[config.mk]
export PLATFORM = sky130hd
export DESIGN_NAME = ata_pio_command_sequencer_flat
export DESIGN_NICKNAME = d
export VERILOG_FILES = /design/src/hw/rtl/ata_pkg.sv /design/src/hw/rtl/ata_if.sv /design/src/hw/rtl/ata_front.sv /design/src/hw/rtl/ata_back.sv /design/src/hw/rtl/ata_pio_command_sequencer.sv /design/src/flat_wrapper.sv
export SDC_FILE = /design/constraint.sdc
export NUM_CORES = 1
export LEC_CHECK = 0
export BUFFER_PORTS_ARGS = -buffer_cell sky130_fd_sc_hd__buf_2
export CAP_MARGIN = 20
export CORE_MARGIN = 10
export CORE_UTILIZATION = 35
export DETAILED_ROUTE_END_ITERATION = 16
export MAX_ROUTING_LAYER = met4
export RECOVER_POWER = 50
export SKIP_CTS_REPAIR_TIMING = 1
export SYNTH_ARGS = -nofsm -noshare
export SYNTH_HDL_FRONTEND = slang
export SYNTH_SLANG_ARGS = --single-unit
[constraint.sdc]
create_clock -name clk -period 8.2 [get_ports clk]
set_input_delay 1.64 -clock clk [delete_from_list [all_inputs] [get_ports clk]]
set_output_delay 1.64 -clock clk [all_outputs]
set_load 0.02 [all_outputs]
[src/hw/rtl/ata_pkg.sv]
// Package with shared types, codes and constants for the ATA PIO command sequencer.
`timescale 1ns / 1ps
`default_nettype none
package ata_pkg;

    localparam int ADDRESS_BITS = 28;
    localparam int WORDS_PER_SECTOR = 256;

    localparam logic [1:0] MODE_CMD = 2'd0;
    localparam logic [1:0] MODE_STATUS = 2'd1;
    localparam logic [1:0] MODE_DEV_WORD = 2'd2;
    localparam logic [1:0] MODE_HOST_WORD = 2'd3;

    localparam logic [1:0] OP_READ = 2'd0;
    localparam logic [1:0] OP_WRITE = 2'd1;
    localparam logic [1:0] OP_IDENTIFY = 2'd2;

    localparam logic [1:0] KIND_REG_WRITE = 2'd0;
    localparam logic [1:0] KIND_REG_READ = 2'd1;
    localparam logic [1:0] KIND_HOST_WORD = 2'd2;
    localparam logic [1:0] KIND_DONE = 2'd3;

    localparam logic [1:0] ERR_NONE = 2'd0;
    localparam logic [1:0] ERR_IO = 2'd1;
    localparam logic [1:0] ERR_POLL_EXPIRED = 2'd2;

    localparam logic [2:0] REG_DATA = 3'd0;
    localparam logic [2:0] REG_COUNT = 3'd2;
    localparam logic [2:0] REG_LBA0 = 3'd3;
    localparam logic [2:0] REG_LBA1 = 3'd4;
    localparam logic [2:0] REG_LBA2 = 3'd5;
    localparam logic [2:0] REG_DRIVE = 3'd6;
    localparam logic [2:0] REG_CMD = 3'd7;

    localparam logic [7:0] DRIVE_BASE = 8'he0;
    localparam logic [7:0] CMD_IDENTIFY = 8'hec;
    localparam logic [7:0] CMD_READ = 8'h20;
    localparam logic [7:0] CMD_WRITE = 8'h30;
    localparam logic [15:0] POLL_LIMIT_RESET = 16'd10000;

    localparam int QUEUE_DEPTH = 4;
    localparam int QUEUE_AW = 2;

    typedef struct packed {
        logic [1:0] mode;
        logic [1:0] op;
        logic bus_index;
        logic drive_index;
        logic [47:0] block_address;
        logic [7:0] sector_count;
        logic [7:0] status_byte;
        logic [15:0] data_word;
    } in_item_t;

    typedef struct packed {
        logic [1:0] kind;
        logic bus_out;
        logic [2:0] register_index;
        logic [15:0] value;
        logic [1:0] error_code;
        logic [27:0] capacity;
        logic last;
    } out_item_t;

    // Classified item passed from the front part to the back part.
    typedef struct packed {
        logic [1:0] mode;
        logic [1:0] op;
        logic bus_index;
        logic drive_index;
        logic addr_too_big;
        logic [27:0] address;
        logic [7:0] sector_count;
        logic [7:0] status_byte;
        logic st_nb_fail;
        logic st_nb_ok;
        logic st_rdy_fail;
        logic st_rdy_ok;
        logic st_drq_ok;
        logic [15:0] data_word;
    } cls_item_t;

endpackage
`default_nettype wire

[src/hw/rtl/ata_if.sv]
// Valid/ready channel interfaces for input items and result items.
`timescale 1ns / 1ps
`default_nettype none
interface ata_in_if;
    import ata_pkg::*;
    logic valid;
    logic ready;
    in_item_t payload;
    modport source (output valid, output payload, input ready);
    modport sink (input valid, input payload, output ready);
endinterface

interface ata_out_if;
    import ata_pkg::*;
    logic valid;
    logic ready;
    out_item_t payload;
    modport source (output valid, output payload, input ready);
    modport sink (input valid, input payload, output ready);
endinterface
`default_nettype wire

[src/hw/rtl/ata_front.sv]
// Front part: accepts input items, classifies them and queues them for the back part.
`timescale 1ns / 1ps
`default_nettype none
module ata_front
    import ata_pkg::*;
(
    input wire logic clk,
    input wire logic rst_n,
    ata_in_if.sink in_ch,
    output cls_item_t q_item,
    output logic q_valid,
    input wire logic q_pop
);

    cls_item_t mem_reg [QUEUE_DEPTH];
    logic [QUEUE_AW-1:0] wr_ptr_reg;
    logic [QUEUE_AW-1:0] rd_ptr_reg;
    logic [QUEUE_AW:0] count_reg;
    cls_item_t cls;
    logic push;
    logic [7:0] s;

    assign in_ch.ready = count_reg < (QUEUE_AW+1)'(QUEUE_DEPTH);
    assign push = in_ch.valid && in_ch.ready;
    assign s = in_ch.payload.status_byte;

    always_comb
    begin
        cls.mode = in_ch.payload.mode;
        cls.op = in_ch.payload.op;
        cls.bus_index = in_ch.payload.bus_index;
        cls.drive_index = in_ch.payload.drive_index;
        cls.addr_too_big = |in_ch.payload.block_address[47:ADDRESS_BITS];
        cls.address = in_ch.payload.block_address[ADDRESS_BITS-1:0];
        cls.sector_count = in_ch.payload.sector_count;
        cls.status_byte = s;
        cls.st_nb_fail = (s == 8'h00) || (s == 8'hff);
        cls.st_nb_ok = !s[7];
        cls.st_rdy_fail = s[5] || s[0];
        cls.st_rdy_ok = s[6];
        cls.st_drq_ok = s[3];
        cls.data_word = in_ch.payload.data_word;
    end

    always_ff @(posedge clk)
    begin
        if (push)
        begin
            mem_reg[wr_ptr_reg] <= cls;
        end
    end

    always_ff @(posedge clk or negedge rst_n)
    begin
        if (!rst_n)
        begin
            wr_ptr_reg <= '0;
            rd_ptr_reg <= '0;
            count_reg <= '0;
        end
        else
        begin
            if (push)
            begin
                wr_ptr_reg <= wr_ptr_reg + 1'b1;
            end
            if (q_pop)
            begin
                rd_ptr_reg <= rd_ptr_reg + 1'b1;
            end
            count_reg <= count_reg + (QUEUE_AW+1)'(push) - (QUEUE_AW+1)'(q_pop);
        end
    end

    assign q_valid = count_reg != '0;
    assign q_item = mem_reg[rd_ptr_reg];

endmodule
`default_nettype wire

[src/hw/rtl/ata_back.sv]
// Back part: runs the command sequence and emits result transfers one per cycle while out_ch is ready.
`timescale 1ns / 1ps
`default_nettype none
module ata_back
    import ata_pkg::*;
(
    input wire logic clk,
    input wire logic rst_n,
    input wire logic cfg_we,
    input wire logic [15:0] cfg_wdata,
    input cls_item_t q_item,
    input wire logic q_valid,
    output logic q_pop,
    ata_out_if.source out_ch
);

    localparam logic [3:0] PH_IDLE = 4'd0;
    localparam logic [3:0] PH_RW_NB = 4'd1;
    localparam logic [3:0] PH_RW_RDY = 4'd2;
    localparam logic [3:0] PH_SEC_NB = 4'd3;
    localparam logic [3:0] PH_SEC_DRQ = 4'd4;
    localparam logic [3:0] PH_RD_DATA = 4'd5;
    localparam logic [3:0] PH_WR_DATA = 4'd6;
    localparam logic [3:0] PH_ID_NB0 = 4'd7;
    localparam logic [3:0] PH_ID_NB1 = 4'd8;
    localparam logic [3:0] PH_ID_RDY = 4'd9;
    localparam logic [3:0] PH_ID_DATA = 4'd10;

    logic [15:0] poll_limit_reg;
    logic [3:0] phase_reg, phase_next;
    logic [1:0] op_reg, op_next;
    logic bus_reg, bus_next;
    logic [27:0] addr_reg, addr_next;
    logic [8:0] left_reg, left_next;
    logic [8:0] widx_reg, widx_next;
    logic [15:0] poll_reg, poll_next;
    logic [2:0] flags_reg, flags_next;
    logic [31:0] cap_s_reg, cap_s_next;
    logic [27:0] cap_l_reg, cap_l_next;

    // Result list of the item in hand, sent one entry per cycle while out_ch is ready.
    out_item_t res_reg [6];
    out_item_t res_next [6];
    logic [2:0] rn_reg, rn_next;
    logic [2:0] ri_reg, ri_next;
    out_item_t list [6];
    logic [2:0] n;
    logic busy;
    logic take;
    logic [15:0] plim;
    logic [15:0] poll_inc;
    logic [8:0] widx_inc;
    logic [8:0] left_dec;
    logic ok;
    logic fail;

    function automatic out_item_t mk(input logic [1:0] k, input logic b, input logic [2:0] r,
                                     input logic [15:0] v, input logic [1:0] e,
                                     input logic [27:0] c);
        out_item_t o;
        o.kind = k;
        o.bus_out = b;
        o.register_index = r;
        o.value = v;
        o.error_code = e;
        o.capacity = c;
        o.last = 1'b0;
        return o;
    endfunction

    assign busy = rn_reg != 3'd0;
    assign take = q_valid && (!busy || (out_ch.ready && ri_reg == rn_reg - 3'd1));
    assign q_pop = take;
    assign plim = (poll_limit_reg == 16'd0) ? 16'd1 : poll_limit_reg;
    assign poll_inc = poll_reg + 16'd1;
    assign widx_inc = widx_reg + 9'd1;
    assign left_dec = left_reg - 9'd1;

    always_comb
    begin
        phase_next = phase_reg;
        op_next = op_reg;
        bus_next = bus_reg;
        addr_next = addr_reg;
        left_next = left_reg;
        widx_next = widx_reg;
        poll_next = poll_reg;
        flags_next = flags_reg;
        cap_s_next = cap_s_reg;
        cap_l_next = cap_l_reg;
        n = 3'd0;
        ok = 1'b0;
        fail = 1'b0;
        for (int i = 0; i < 6; i++)
        begin
            list[i] = '0;
        end
        unique case (q_item.mode)
            MODE_CMD:
            begin
                if (phase_reg == PH_IDLE)
                begin
                    op_next = q_item.op;
                    bus_next = q_item.bus_index;
                    if (q_item.op == OP_IDENTIFY)
                    begin
                        list[0] = mk(KIND_REG_WRITE, q_item.bus_index, REG_DRIVE,
                                     {8'd0, DRIVE_BASE | {3'd0, q_item.drive_index, 4'd0}},
                                     ERR_NONE, '0);
                        list[1] = mk(KIND_REG_READ, q_item.bus_index, REG_CMD, '0, ERR_NONE,
                                     '0);
                        n = 3'd2;
                        phase_next = PH_ID_NB0;
                        poll_next = '0;
                    end
                    else if (q_item.op == 2'd3 || q_item.addr_too_big)
                    begin
                        list[0] = mk(KIND_DONE, 1'b0, REG_DATA, '0, ERR_IO, '0);
                        n = 3'd1;
                    end
                    else
                    begin
                        addr_next = q_item.address;
                        left_next = (q_item.sector_count == 8'd0) ? 9'd256
                                    : {1'b0, q_item.sector_count};
                        list[0] = mk(KIND_REG_WRITE, q_item.bus_index, REG_DRIVE,
                                     {8'd0, DRIVE_BASE | {3'd0, q_item.drive_index,
                                                          q_item.address[27:24]}},
                                     ERR_NONE, '0);
                        list[1] = mk(KIND_REG_READ, q_item.bus_index, REG_CMD, '0, ERR_NONE,
                                     '0);
                        n = 3'd2;
                        phase_next = PH_RW_NB;
                        poll_next = '0;
                    end
                end
            end
            MODE_STATUS:
            begin
                if (phase_reg == PH_RW_NB || phase_reg == PH_SEC_NB ||
                    phase_reg == PH_ID_NB0 || phase_reg == PH_ID_NB1)
                begin
                    fail = q_item.st_nb_fail;
                    ok = q_item.st_nb_ok;
                end
                else if (phase_reg == PH_RW_RDY || phase_reg == PH_ID_RDY)
                begin
                    fail = q_item.st_rdy_fail;
                    ok = q_item.st_rdy_ok;
                end
                else if (phase_reg == PH_SEC_DRQ)
                begin
                    fail = q_item.st_rdy_fail;
                    ok = q_item.st_drq_ok;
                end
                if (phase_reg == PH_IDLE || phase_reg == PH_RD_DATA ||
                    phase_reg == PH_WR_DATA || phase_reg == PH_ID_DATA)
                begin
                    n = 3'd0;
                end
                else if (fail)
                begin
                    list[0] = mk(KIND_DONE, 1'b0, REG_DATA, '0, ERR_IO, '0);
                    n = 3'd1;
                    phase_next = PH_IDLE;
                end
                else if (!ok)
                begin
                    poll_next = poll_inc;
                    if (poll_inc >= plim)
                    begin
                        list[0] = mk(KIND_DONE, 1'b0, REG_DATA, '0, ERR_POLL_EXPIRED, '0);
                        phase_next = PH_IDLE;
                    end
                    else
                    begin
                        list[0] = mk(KIND_REG_READ, bus_reg, REG_CMD, '0, ERR_NONE, '0);
                    end
                    n = 3'd1;
                end
                else
                begin
                    poll_next = '0;
                    list[0] = mk(KIND_REG_READ, bus_reg, REG_CMD, '0, ERR_NONE, '0);
                    n = 3'd1;
                    unique case (phase_reg)
                        PH_RW_NB: phase_next = PH_RW_RDY;
                        PH_RW_RDY:
                        begin
                            list[0] = mk(KIND_REG_WRITE, bus_reg, REG_COUNT,
                                         {8'd0, left_reg[7:0]}, ERR_NONE, '0);
                            list[1] = mk(KIND_REG_WRITE, bus_reg, REG_LBA0,
                                         {8'd0, addr_reg[7:0]}, ERR_NONE, '0);
                            list[2] = mk(KIND_REG_WRITE, bus_reg, REG_LBA1,
                                         {8'd0, addr_reg[15:8]}, ERR_NONE, '0);
                            list[3] = mk(KIND_REG_WRITE, bus_reg, REG_LBA2,
                                         {8'd0, addr_reg[23:16]}, ERR_NONE, '0);
                            list[4] = mk(KIND_REG_WRITE, bus_reg, REG_CMD,
                                         {8'd0, (op_reg == OP_WRITE) ? CMD_WRITE : CMD_READ},
                                         ERR_NONE, '0);
                            list[5] = mk(KIND_REG_READ, bus_reg, REG_CMD, '0, ERR_NONE, '0);
                            n = 3'd6;
                            phase_next = PH_SEC_NB;
                        end
                        PH_SEC_NB: phase_next = PH_SEC_DRQ;
                        PH_SEC_DRQ:
                        begin
                            widx_next = '0;
                            if (op_reg == OP_WRITE)
                            begin
                                phase_next = PH_WR_DATA;
                                n = 3'd0;
                            end
                            else
                            begin
                                phase_next = PH_RD_DATA;
                                list[0] = mk(KIND_REG_READ, bus_reg, REG_DATA, '0, ERR_NONE,
                                             '0);
                            end
                        end
                        PH_ID_NB0:
                        begin
                            list[0] = mk(KIND_REG_WRITE, bus_reg, REG_CMD,
                                         {8'd0, CMD_IDENTIFY}, ERR_NONE, '0);
                            list[1] = mk(KIND_REG_READ, bus_reg, REG_CMD, '0, ERR_NONE, '0);
                            n = 3'd2;
                            phase_next = PH_ID_NB1;
                        end
                        PH_ID_NB1: phase_next = PH_ID_RDY;
                        default:
                        begin
                            widx_next = '0;
                            phase_next = PH_ID_DATA;
                            list[0] = mk(KIND_REG_READ, bus_reg, REG_DATA, '0, ERR_NONE, '0);
                        end
                    endcase
                end
            end
            MODE_DEV_WORD:
            begin
                if (phase_reg == PH_RD_DATA || phase_reg == PH_ID_DATA)
                begin
                    list[0] = mk(KIND_HOST_WORD, 1'b0, REG_DATA, q_item.data_word, ERR_NONE,
                                 '0);
                    n = 3'd2;
                    widx_next = widx_inc;
                    if (phase_reg == PH_ID_DATA)
                    begin
                        case (widx_reg)
                            9'd0: flags_next[0] = q_item.data_word[15];
                            9'd49: flags_next[1] = q_item.data_word[9];
                            9'd60: cap_s_next[15:0] = q_item.data_word;
                            9'd61: cap_s_next[31:16] = q_item.data_word;
                            9'd83: flags_next[2] = q_item.data_word[10];
                            9'd100: cap_l_next[15:0] = q_item.data_word;
                            9'd101: cap_l_next[27:16] = q_item.data_word[11:0];
                            default: ;
                        endcase
                    end
                    if (widx_inc < 9'(WORDS_PER_SECTOR))
                    begin
                        list[1] = mk(KIND_REG_READ, bus_reg, REG_DATA, '0, ERR_NONE, '0);
                    end
                    else if (phase_reg == PH_RD_DATA)
                    begin
                        left_next = left_dec;
                        if (left_dec == 9'd0)
                        begin
                            list[1] = mk(KIND_DONE, 1'b0, REG_DATA, '0, ERR_NONE, '0);
                            phase_next = PH_IDLE;
                        end
                        else
                        begin
                            list[1] = mk(KIND_REG_READ, bus_reg, REG_CMD, '0, ERR_NONE, '0);
                            phase_next = PH_SEC_NB;
                            poll_next = '0;
                        end
                    end
                    else
                    begin
                        phase_next = PH_IDLE;
                        if (flags_next[0] || !flags_next[1])
                        begin
                            list[1] = mk(KIND_DONE, 1'b0, REG_DATA, '0, ERR_IO, '0);
                        end
                        else
                        begin
                            list[1] = mk(KIND_DONE, 1'b0, REG_DATA, '0, ERR_NONE,
                                         flags_next[2] ? cap_l_next : cap_s_next[27:0]);
                        end
                    end
                end
            end
            default:
            begin
                if (phase_reg == PH_WR_DATA)
                begin
                    list[0] = mk(KIND_REG_WRITE, bus_reg, REG_DATA, q_item.data_word,
                                 ERR_NONE, '0);
                    n = 3'd1;
                    widx_next = widx_inc;
                    if (widx_inc >= 9'(WORDS_PER_SECTOR))
                    begin
                        left_next = left_dec;
                        n = 3'd2;
                        if (left_dec == 9'd0)
                        begin
                            list[1] = mk(KIND_DONE, 1'b0, REG_DATA, '0, ERR_NONE, '0);
                            phase_next = PH_IDLE;
                        end
                        else
                        begin
                            list[1] = mk(KIND_REG_READ, bus_reg, REG_CMD, '0, ERR_NONE, '0);
                            phase_next = PH_SEC_NB;
                            poll_next = '0;
                        end
                    end
                end
            end
        endcase
        for (int i = 0; i < 6; i++)
        begin
            list[i].last = (3'(i) == n - 3'd1);
        end
    end

    always_comb
    begin
        rn_next = rn_reg;
        ri_next = ri_reg;
        for (int i = 0; i < 6; i++)
        begin
            res_next[i] = res_reg[i];
        end
        if (busy && out_ch.ready)
        begin
            ri_next = ri_reg + 3'd1;
            if (ri_reg == rn_reg - 3'd1)
            begin
                rn_next = 3'd0;
            end
        end
        if (take)
        begin
            rn_next = n;
            ri_next = 3'd0;
            for (int i = 0; i < 6; i++)
            begin
                res_next[i] = list[i];
            end
        end
    end

    always_ff @(posedge clk)
    begin
        for (int i = 0; i < 6; i++)
        begin
            res_reg[i] <= res_next[i];
        end
    end

    always_ff @(posedge clk or negedge rst_n)
    begin
        if (!rst_n)
        begin
            poll_limit_reg <= POLL_LIMIT_RESET;
            phase_reg <= PH_IDLE;
            op_reg <= '0;
            bus_reg <= '0;
            addr_reg <= '0;
            left_reg <= '0;
            widx_reg <= '0;
            poll_reg <= '0;
            flags_reg <= '0;
            cap_s_reg <= '0;
            cap_l_reg <= '0;
            rn_reg <= '0;
            ri_reg <= '0;
        end
        else
        begin
            if (cfg_we)
            begin
                poll_limit_reg <= cfg_wdata;
            end
            rn_reg <= rn_next;
            ri_reg <= ri_next;
            if (take)
            begin
                phase_reg <= phase_next;
                op_reg <= op_next;
                bus_reg <= bus_next;
                addr_reg <= addr_next;
                left_reg <= left_next;
                widx_reg <= widx_next;
                poll_reg <= poll_next;
                flags_reg <= flags_next;
                cap_s_reg <= cap_s_next;
                cap_l_reg <= cap_l_next;
            end
        end
    end

    assign out_ch.valid = busy;
    assign out_ch.payload = res_reg[ri_reg];

endmodule
`default_nettype wire

[src/hw/rtl/ata_pio_command_sequencer.sv]
// Top level of the ATA PIO command sequencer.
//
// Channel   Direction  Handshake      Payload
// in_ch     sink       valid/ready    mode, op, bus/drive, address, count, status, word
// out_ch    source     valid/ready    kind, bus, register, value, error, capacity, last
// cfg       write      cfg_we         poll_limit (16 bits)
//
// A four-entry queue takes one input transfer per cycle while it has room.
// The back part takes the next queued item once the last result of the one before is accepted,
// and sends the results of an item one per cycle while out_ch is ready.
// Reset clears the queue and sets poll_limit to 10000; out_ch stalls hold the back part.
`timescale 1ns / 1ps
`default_nettype none
module ata_pio_command_sequencer
    import ata_pkg::*;
(
    input wire logic clk,
    input wire logic rst_n,
    ata_in_if.sink in_ch,
    ata_out_if.source out_ch,
    input wire logic cfg_we,
    input wire logic [15:0] cfg_wdata
);

    cls_item_t q_item;
    logic q_valid;
    logic q_pop;

    ata_front u_front (
        .clk(clk),
        .rst_n(rst_n),
        .in_ch(in_ch),
        .q_item(q_item),
        .q_valid(q_valid),
        .q_pop(q_pop)
    );

    ata_back u_back (
        .clk(clk),
        .rst_n(rst_n),
        .cfg_we(cfg_we),
        .cfg_wdata(cfg_wdata),
        .q_item(q_item),
        .q_valid(q_valid),
        .q_pop(q_pop),
        .out_ch(out_ch)
    );

endmodule
`default_nettype wire
[src/flat_wrapper.sv]
// flat-port wrapper written by rule: the top's interface ports become plain ports
module ata_pio_command_sequencer_flat import ata_pkg::*;
  (clk, rst_n, cfg_we, cfg_wdata, in_ch_valid, in_ch_payload, in_ch_ready, out_ch_valid, out_ch_payload, out_ch_ready);
  ata_in_if in_ch_i ();
  ata_out_if out_ch_i ();
  input wire logic clk;
  input wire logic rst_n;
  input wire logic cfg_we;
  input wire logic [15:0] cfg_wdata;
  input wire logic [$bits(in_ch_i.valid)-1:0] in_ch_valid;
  input wire logic [$bits(in_ch_i.payload)-1:0] in_ch_payload;
  output wire logic [$bits(in_ch_i.ready)-1:0] in_ch_ready;
  output wire logic [$bits(out_ch_i.valid)-1:0] out_ch_valid;
  output wire logic [$bits(out_ch_i.payload)-1:0] out_ch_payload;
  input wire logic [$bits(out_ch_i.ready)-1:0] out_ch_ready;
  assign in_ch_i.valid = in_ch_valid;
  assign in_ch_i.payload = in_ch_payload;
  assign in_ch_ready = in_ch_i.ready;
  assign out_ch_valid = out_ch_i.valid;
  assign out_ch_payload = out_ch_i.payload;
  assign out_ch_i.ready = out_ch_ready;
  ata_pio_command_sequencer u_core (.clk(clk), .rst_n(rst_n), .in_ch(in_ch_i), .out_ch(out_ch_i), .cfg_we(cfg_we), .cfg_wdata(cfg_wdata));
endmodule
==> qor.yml <==
status: "finished with violations"
violations: "max-capacitance violations, max-slew violations"
drive_gt1_share_pct: 21.08
largest_reg_flops: 256
cts_tree: "yes"
ys_seq_area_share_pct: 65.24
clk_pin_slew_ns: 0.06
hold_depth: 1
rsz0062_at_grt: "false"
finalNetCount: 1736
synthArstFlopShare_pct: 30.60
synth-edff-count: 347
reg2reg_depth: 7
rows: 91
synthCells: 1442
ys_ff_latch: 500
die_w_microns: 269.9
ioPinCount: 162
die_y_microns: 269.9
clock_latency_ns: 0.60
critical-path-top-delay-family: "buffers and inverters"
critPathCaptureType: "asynchronous set/reset pin"
dieArea_sq_mm: 0.07282
grt_pass1_vias: 13186
clock-sinks: 500
area_growth_syn_to_layout_pct: 15.50
netlist_area_sq_mm: 0.02185
finalClockSkew_ns: 0.01109
yosysWarningCount: 0
place_congestion: 0.8185
vias: 12718
critPathSlowestCell: "clkbuf_1"
dr.pass1.iters: 5
timing.final.max_slew_violations: 201
start_util_pct: 35.40
core_area_sq_mm: 0.06171
arrival_ns: 4.87
cp.required_ns: 7.47
finalPower_mw: 8.809
worstMarginPinSlew_ns: 4.581
drcViolationCount: 0
slowest_delay_ns: 3.13
h-tree-depth: 2
cp-start-kind: "input pin"
maxCapViolations: 4
ant_nets: 0
dpl.hpwl_microns: 34400
gr-total-overflow: 0
cp_num_buf_inv: 1
worst-setup-path-type: "input pin to asynchronous set/reset pin"
antenna_found_initial: 7
hold_viol: 0
synth_cell_types: 96
port_buffers: 161
hold_slack_ns: 0.4766
cts_made_buffers: 52
powerDensity_mw_per_mm2: 349.1
finalSetupTns_ns: 0
fin_crit_sh_pct: 68.34
ir_worst_vdd_uv: 222.6
root_buffer: "clkbuf_16"
setup_viol: 0
first_iter_violations: 937
clock_path_buffers: 3
hold_class: "register to register"
grt_start_max_net_pins: 79
crit_chain: "clkbuf_1"
viasPerCell: 5.122
cp.depth: 1
track_usage_pct: 14.34
routed_wl_microns: 51530
synthFlopType: "edfxtp_1"
max_slew_margin_pct: -205.4
grt_pass1_wl_microns: 79410
synth.avg_cell_area_sq_um: 15.15
leakage_nw: 9.916
period_needed_ns: 5.604
crit_fanout: 78
fmax_ghz: 0.1784
routedWlPerCell_microns: 20.75
[final timing paths]
| path | slack (ns) | endpoint | startpoint |
|---|---|---|---|
| max | 2.60 | u_core.u_front.rd_ptr_reg[1] | rst_n |
| min | 0.48 | u_core.u_back.addr_reg[19] | u_core.u_back.addr_reg[19] |
| max reg2reg | 3.26 | u_core.u_back.addr_reg[0] | u_core.u_back.ri_reg[0] |
| min reg2reg | 0.48 | u_core.u_back.addr_reg[19] | u_core.u_back.addr_reg[19] |
| max in group clk | 2.75 | out_ch_payload[35] | u_core.u_back.ri_reg[0] |
| min in group asynchronous | 2.71 | u_core.u_back.poll_reg[3] | rst_n |
[layer usage]
| metal | track usage, % | share of wire, % | vias to the layer above |
|---|---|---|---|
| li1 | - | - | 5849 |
| met2 | 23.66 | 50 | 292 |
| met1 | 17.69 | 42 | 6498 |
| met4 | 4.672 | 2.6 | 0 |
| met3 | 2.549 | 4.7 | 79 |
| met5 | - | 0 | - |
[cell usage after synthesis (7+ instances only)]
cell type,number,area share (%)
nor3_1,14,0.32
mux2i_1,13,0.60
buf_1,8,0.14
xor2_1,12,0.48
o21ai_1,19,0.44
and3_1,42,1.2
mux2_2,18,0.93
a21oi_1,37,0.85
nand3_1,24,0.55
o221a_2,15,0.77
buf_6,8,0.41
o31ai_1,8,0.27
inv_1,45,0.77
nand2b_1,22,0.63
nand2_1,85,1.5
mux4_2,69,7.1
mux2_4,10,0.69
and2_1,49,1.4
o221a_1,13,0.67
edfxtp_1,347,48
clkbuf_1,39,0.67
o21ai_0,52,1.2
nor2_1,53,0.91
nor2b_1,7,0.20
ha_1,31,1.8
xnor2_1,12,0.48
nor4_1,12,0.34
nand4_1,9,0.26
dfrtp_1,148,17
mux2_1,65,3.4
or3_1,7,0.20
buf_2,17,0.39
[logic make-up after synthesis]
logic type / share of synthesized area [%]
flip-flops: 65.24
AND/OR/NAND/NOR: 9.335
AO/OA/AOI/OAI: 7.244
multiplexers: 12.78
buffers and inverters: 2.554
adder cells (fa/ha/maj): 1.867
XOR/XNOR: 0.9621
other: 0.01716
[layout make-up]
cell class	instances	area [sq um]
clock buffers	67	1398
flip-flops and latches	500	14260
clock inverters	31	420.4
repair buffers	175	865.8
inverters	47	176.4
diodes	5	12.51
multi-input cells	821	7059
fillers	5751	36480
well taps	837	1047
[stage by stage]
stage	setup WS, ns	instances	util [%]	area, sq um
global route	1.678	2482	40.89	25230
CTS	3.475	2476	40.94	25270
floorplan	1.758	1444	-	21860
detailed placement	3.779	2378	38.00	23450
finish	2.596	2483	40.89	25240
global placement	3.920	2378	38.00	23450
[report_power, final]
| part | switching [mW] | internal (mW) |
|---|---|---|
| Clock | 0.990 | 1.49 |
| Sequential | 0.347 | 3.38 |
| Combinational | 1.66 | 0.939 |
| Total | 3.00 | 5.81 |
[worst register-to-register path, stage by stage, from the launching register on]
cell	delay (ns)
dfrtp_1	1.59
xor2_1	0.20
nand4_1	0.20
a21oi_4	0.19
clkbuf_1	1.53
and2_1	0.54
buf_16	0.22
mux2_1	0.35
[cells in the final DEF, fill, tap and decap left out, types with 13 or more instances in the layout]
master	count
mux2_1	65
ha_1	31
dfrtp_1	147
and3_1	42
nand2b_1	22
nand2_1	85
mux2_2	18
o221a_1	13
mux4_2	69
edfxtp_1	347
o21ai_0	52
inv_1	45
and2_1	45
nand3_1	24
buf_2	98
clkbuf_1	75
a21oi_1	36
mux2i_1	13
clkbuf_16	53
nor3_1	14
o221a_2	15
o21ai_1	19
nor2_1	52
(Power assumes the default switching activity.)
